--- config.mk ---
export PLATFORM = sky130hd
export DESIGN_NAME = bitonic_sort_eight_floats
export DESIGN_NICKNAME = d
export VERILOG_FILES = /design/src/hw/rtl/bsef_pkg.sv /design/src/hw/rtl/bitonic_sort_eight_floats.sv /design/src/hw/rtl/bsef_layer.sv
export SDC_FILE = /design/constraint.sdc
export NUM_CORES = 2
export LEC_CHECK = 0
export BUFFER_PORTS_ARGS = -buffer_cell sky130_fd_sc_hd__buf_2
export CAP_MARGIN = 20
export CORE_UTILIZATION = 47
export CTS_CLUSTER_SIZE = 30
export DETAILED_ROUTE_END_ITERATION = 10
export PLACE_DENSITY = 0.64
export RECOVER_POWER = 100
export REMOVE_ABC_BUFFERS = 1
export SLEW_MARGIN = 10
export SYNTH_ARGS = -nofsm -noshare
export SYNTH_HDL_FRONTEND = slang
export SYNTH_SLANG_ARGS = --single-unit
--- constraint.sdc ---
create_clock -name clk_i -period 21.6 [get_ports clk_i]
set_clock_uncertainty 0.1 [all_clocks]
set_input_delay 2.16 -clock clk_i [delete_from_list [all_inputs] [get_ports clk_i]]
set_output_delay 2.16 -clock clk_i [all_outputs]
set_load 0.02 [all_outputs]
--- src/hw/rtl/bsef_pkg.sv ---
`timescale 1ns / 1ps
package bsef_pkg;

  localparam int unsigned Lanes = 8;
  localparam int unsigned Layers = 6;
  localparam int unsigned PairsPerLayer = 4;

  typedef logic [31:0] word_t;

  typedef struct packed {
    word_t value_7;
    word_t value_6;
    word_t value_5;
    word_t value_4;
    word_t value_3;
    word_t value_2;
    word_t value_1;
    word_t value_0;
  } in_beat_t;

  typedef struct packed {
    word_t sorted_7;
    word_t sorted_6;
    word_t sorted_5;
    word_t sorted_4;
    word_t sorted_3;
    word_t sorted_2;
    word_t sorted_1;
    word_t sorted_0;
  } out_beat_t;

  typedef word_t [Lanes-1:0] vec_t;

  typedef logic [2:0] lane_idx_t;

  // per layer, per compare-exchange: {index that gets the larger, index that gets the smaller}
  typedef lane_idx_t [1:0] pair_t;
  typedef pair_t [PairsPerLayer-1:0] layer_t;

  localparam layer_t NetPairs [Layers] = '{
    '{pair_t'{3'd6, 3'd7}, pair_t'{3'd2, 3'd3}, pair_t'{3'd5, 3'd4}, pair_t'{3'd1, 3'd0}},
    '{pair_t'{3'd5, 3'd7}, pair_t'{3'd4, 3'd6}, pair_t'{3'd3, 3'd1}, pair_t'{3'd2, 3'd0}},
    '{pair_t'{3'd6, 3'd7}, pair_t'{3'd4, 3'd5}, pair_t'{3'd3, 3'd2}, pair_t'{3'd1, 3'd0}},
    '{pair_t'{3'd7, 3'd3}, pair_t'{3'd6, 3'd2}, pair_t'{3'd5, 3'd1}, pair_t'{3'd4, 3'd0}},
    '{pair_t'{3'd7, 3'd5}, pair_t'{3'd6, 3'd4}, pair_t'{3'd3, 3'd1}, pair_t'{3'd2, 3'd0}},
    '{pair_t'{3'd7, 3'd6}, pair_t'{3'd5, 3'd4}, pair_t'{3'd3, 3'd2}, pair_t'{3'd1, 3'd0}}
  };

  function automatic logic is_nan(input word_t v);
    return v[30:0] > 31'h7F80_0000;
  endfunction

  function automatic word_t order_key(input word_t v);
    return v[31] ? ~v : {1'b1, v[30:0]};
  endfunction

  // ieee ordered a < b
  function automatic logic f32_less(input word_t a, input word_t b);
    logic res;
    res = order_key(a) < order_key(b);
    if (is_nan(a) || is_nan(b)) res = 1'b0;
    if ((a[30:0] | b[30:0]) == 31'd0) res = 1'b0;
    return res;
  endfunction

endpackage

--- src/hw/rtl/bitonic_sort_eight_floats.sv ---
`timescale 1ns / 1ps
// eight-float bitonic sorter, ascending by ieee value
// in channel: in_valid_i / in_stall_o carry one beat of eight raw single words
// out channel: out_valid_o / out_stall_i carry one beat of eight sorted words
// a beat is taken on a clock edge with valid high and stall low
// six compare-exchange layers, one register stage each
// an accepted beat passes the six layer registers in order before out_valid_o rises
// throughput: one beat per cycle while the receiver does not stall
// equal values (incl. -0/+0) and any pair with a nan are not swapped
// on out_stall_i a full stage holds only if all later ones are full; in_stall_o
// rises only when the last stage holds a stalled beat, so bubbles still fill
// reset clears all stage valid bits; no beat is in flight afterwards
module bitonic_sort_eight_floats (
  input  logic                clk_i,
  input  logic                rst_ni,
  input  logic                in_valid_i,
  output logic                in_stall_o,
  input  bsef_pkg::in_beat_t  in_data_i,
  output logic                out_valid_o,
  input  logic                out_stall_i,
  output bsef_pkg::out_beat_t out_data_o
);

  bsef_pkg::vec_t vec   [bsef_pkg::Layers+1];
  logic           valid [bsef_pkg::Layers+1];
  logic           en    [bsef_pkg::Layers];

  assign vec[0]   = bsef_pkg::vec_t'(in_data_i);
  assign valid[0] = in_valid_i;

  // a stage advances when downstream advances or it is empty downstream
  assign en[bsef_pkg::Layers-1] = !(valid[bsef_pkg::Layers] && out_stall_i);
  for (genvar g = 0; g < bsef_pkg::Layers-1; g++) begin : g_en
    assign en[g] = en[g+1] || !valid[g+1];
  end

  for (genvar g = 0; g < bsef_pkg::Layers; g++) begin : g_layer
    bsef_layer #(.Layer(g)) u_layer (
      .clk_i   (clk_i),
      .rst_ni  (rst_ni),
      .en_i    (en[g]),
      .valid_i (valid[g]),
      .vec_i   (vec[g]),
      .valid_o (valid[g+1]),
      .vec_o   (vec[g+1])
    );
  end

  assign in_stall_o  = !en[0];
  assign out_valid_o = valid[bsef_pkg::Layers];
  assign out_data_o  = bsef_pkg::out_beat_t'(vec[bsef_pkg::Layers]);

`ifndef SYNTHESIS
  a_out_hold: assert property (@(posedge clk_i) disable iff (!rst_ni)
    out_valid_o && out_stall_i |=> out_valid_o && $stable(out_data_o))
    else $error("stalled output beat changed");
  a_in_stall_cause: assert property (@(posedge clk_i) disable iff (!rst_ni)
    in_stall_o |-> out_valid_o && out_stall_i)
    else $error("input stalled without output stall");
  a_sorted_ends: assert property (@(posedge clk_i) disable iff (!rst_ni)
    out_valid_o |-> !bsef_pkg::f32_less(out_data_o.sorted_7, out_data_o.sorted_6))
    else $error("top pair out of order");
  a_latency: assert property (@(posedge clk_i) disable iff (!rst_ni)
    in_valid_i && !in_stall_o && !out_stall_i |=> valid[1])
    else $error("accepted beat missing in first stage");
`endif

endmodule

--- src/hw/rtl/bsef_layer.sv ---
`timescale 1ns / 1ps
module bsef_layer #(
  parameter int unsigned Layer = 0
) (
  input  logic             clk_i,
  input  logic             rst_ni,
  input  logic             en_i,
  input  logic             valid_i,
  input  bsef_pkg::vec_t   vec_i,
  output logic             valid_o,
  output bsef_pkg::vec_t   vec_o
);

  bsef_pkg::vec_t vec_d, vec_q;
  logic           valid_q;

  always_comb begin
    vec_d = vec_i;
    for (int p = 0; p < bsef_pkg::PairsPerLayer; p++) begin
      if (bsef_pkg::f32_less(vec_i[bsef_pkg::NetPairs[Layer][p][1]],
                             vec_i[bsef_pkg::NetPairs[Layer][p][0]])) begin
        vec_d[bsef_pkg::NetPairs[Layer][p][0]] = vec_i[bsef_pkg::NetPairs[Layer][p][1]];
        vec_d[bsef_pkg::NetPairs[Layer][p][1]] = vec_i[bsef_pkg::NetPairs[Layer][p][0]];
      end
    end
  end

  always_ff @(posedge clk_i or negedge rst_ni) begin
    if (!rst_ni) begin
      valid_q <= 1'b0;
    end else if (en_i) begin
      valid_q <= valid_i;
    end
  end

  always_ff @(posedge clk_i) begin
    if (en_i && valid_i) begin
      vec_q <= vec_d;
    end
  end

  assign valid_o = valid_q;
  assign vec_o   = vec_q;

endmodule
==> metrics <==
status finished with violations; failing checks max-capacitance violations, max-slew violations; Clk network pwr share 13.8%; hold_buf cts 0; WHS Endpoint g_layer[3].u_layer.valid_o; Yosys cell types 44; average via count per standard cell 6.083; chip width 461.1 um; Slew HR -489.4%; Synth Area per Inst 13.13 um2; gr ovfl total 0; Worst Hold Class reg2reg; cell mode on critical path clkbuf_1; finished layout cell area 108900 um2; RD Place Congestion 1.038; gr usage total 29.07%; synthesized area 99040 um2; Hold Vio Cnt, Final 0; H-tree depth 4; CTS tree yes; first-pass detailed-route iteration total 6; met1 WL 135.9 mm; Leak 39.13 nW; Hold Startpoint g_layer[2].u_layer.valid_o; port bufs 517; crit-path cells clkbuf_1 -> nand3_1 -> and2_0 -> clkbuf_1 -> clkbuf_1; Reg power frac 34.2%; Worst-path clk slew 0.06 ns; pin count of the biggest net entering global routing 169; most frequent cells in the layout 1536 x edfxtp_1, 914 x mux2_2, 744 x xor2_1, 744 x xnor2_1, 744 x ha_1; fraction of layout cells with a size suffix above 1 18.25%; clk root buf clkbuf_16; post_cts resized 0; CP Data Required Time 21.71 ns; I/O pins 518; post-synthesis sequential area ratio 46.72%; fin worst setup slack 9.129 ns; Int Pwr 0.01201 W; Synth top area share 46.57%; Cell Pwr Density 193.8 nW/um2; dpl ws 15.21 ns; minimum clock period 12.47 ns; Crit. End Element flop; Post-synth EDFFs 1536; DP HPWL 243.3 mm; startpoint type of the worst setup path input port; Synth area leaders edfxtp_1 47%, mux2_2 16%, ha_1 9.4%; Yosys warning count 0; first-pass GRT wire length 450.0 mm; Psw 0.009101 W; fmax 80.19 MHz; commonest non-fill, non-tap cell in the layout edfxtp_1; slack of the worst reg-to-reg path 10.13 ns; DRT Wirelength 315.4 mm; starting DRC count in detailed routing 5720; RR Endpoint g_layer[4].u_layer.vec_o[193]; die area 212600 um2; Hold Path Stages 2; kind of critical path in2reg; setup repair bufs after CTS 0; R2R cell count 4; Net Sw Frac 43.10%; Period Utilization, post-route 57.73%; # rows 168; critical-path maximum fanout 148; Yosys reg bits 1542; DR WL met2 140.3 mm; Post-Place Cells 10620; Post-route DRC 0; DP Area 104200 um2; CP arrival 12.58 ns; CP max stage cell clkbuf_1; vias 66550; RSZ-0062 raised after global routing false; count of final setup violators 0; Initial Utilization 47.26%; Die Ht 461.1 um; Setup crit start out_stall_i; number of global-route vias before repair 64460; Synth async-reset ratio 0.3891%; Gate power share 52.1%; CTS sink count 1542; dominant synthesized flop cell edfxtp_1; # nets final 8986; Peak VDD IR 155.9 uV; CP peak stage delay 5.23 ns; initial antenna violation count 16; Max Cap Viol 71; CTS Buf Count 168; Cell Count, Final, Fillers Out 10940; Worst-Margin Slew 8.841 ns; Max Transition Viols Final 3656; Max Used Layer met5; cell count after synthesis 7543; maximum root-to-sink buffer count 3; antenna viol nets, final 0; latest clock arrival within the worst-skew pair 0.86 ns; DR WL/cell 28.83 um; Core Region 209600 um2; leading area contributor after synthesis edfxtp_1; metal3 WL 21.83 mm; Syn-to-layout area delta 9.998%; RR Startpoint g_layer[5].u_layer.valid_o
[routing by layer]
layer	global-route usage, %	vias up
li1	-	29930
met1	39.65	33200
met2	45.30	2733
met3	4.266	685
met4	13.93	10
met5	0	-
[worst max path at each step]
stage                                         end  slack [ns]
finish              g_layer[4].u_layer.vec_o[193]        9.13
floorplan             g_layer[5].u_layer.vec_o[0]       -0.29
CTS                 g_layer[0].u_layer.vec_o[164]       16.11
global route        g_layer[4].u_layer.vec_o[193]        8.12
detailed placement  g_layer[0].u_layer.vec_o[133]       15.21
global placement     g_layer[0].u_layer.vec_o[99]       15.21
[synthesized netlist by cell type, drive strengths merged, types with 23 or more instances]
master,n
nand4,329
a221oi,48
xor2,744
nand3,48
a21oi,286
inv,71
or4,24
ha,744
edfxtp,1536
clkbuf,59
nor3,74
and4,47
a21o,102
nor4,359
o21ai,144
buf,278
a211oi,25
o211ai,23
mux2,1536
nor2,56
xnor2,744
nand2,196
o2111ai,23
[worst max-delay path, delay by kind of cell]
kind	cells	cell delay (ns)
buf+inv	3	8.38
simple gates	2	1.64
[flip-flops by register name, indices dropped and copies added (netlist names)]
| signal | flops |
|---|---|
| g_layer.u_layer.valid_o | 6 |
| g_layer.u_layer.vec_o | 1536 |
[power by group through the flow]
stage | Combinational (W) | Clock (W) | Sequential, W
2_1_floorplan | 0.00780 | 0 | 0.00693
3_3_place_gp | 0.0110 | 0 | 0.00711
3_5_place_dp | 0.0111 | 0 | 0.00714
4_1_cts | 0.0113 | 0.00295 | 0.00709
5_1_grt | 0.0119 | 0.00307 | 0.00728
6_report | 0.0110 | 0.00291 | 0.00721
[through the flow]
step	setup TNS, ns	total power [W]	util [%]	hold WS, ns
final	0	0.02111	51.98	0.3626
after global routing	0	0.02223	51.97	0.4011
after CTS	0	0.02130	52.38	0.3745
after detailed placement	0	0.01828	49.73	0.3604
after global placement	0	0.01807	49.73	0.3604
after floorplan	-73.37	0.01473	-	0.3312
[cell type report]
cell class	count	area, um2
Clock buffer	201	4392
Sequential cell	1542	46270
Fill cell	18020	100600
Inverter	71	266.5
Antenna cell	11	27.53
Multi-Input combinational cell	5593	50600
Clock inverter	112	1160
Timing Repair Buffer	606	2713
Tap cell	2805	3510
[logic make-up (layout without fill, tap and decap cells)]
logic type,Yosys count,count (layout),share of synthesized area (%)
compound gates,678,678,4.309
simple gates,1147,1147,6.625
xor+xnor,1488,1488,13.16
fa+ha+maj,744,744,9.399
mux,1536,1536,17.69
flops,1542,1542,46.72
other cells,0,11,0
buf+inv,408,990,2.095
Note: power is estimated with default switching activity, not from simulation.
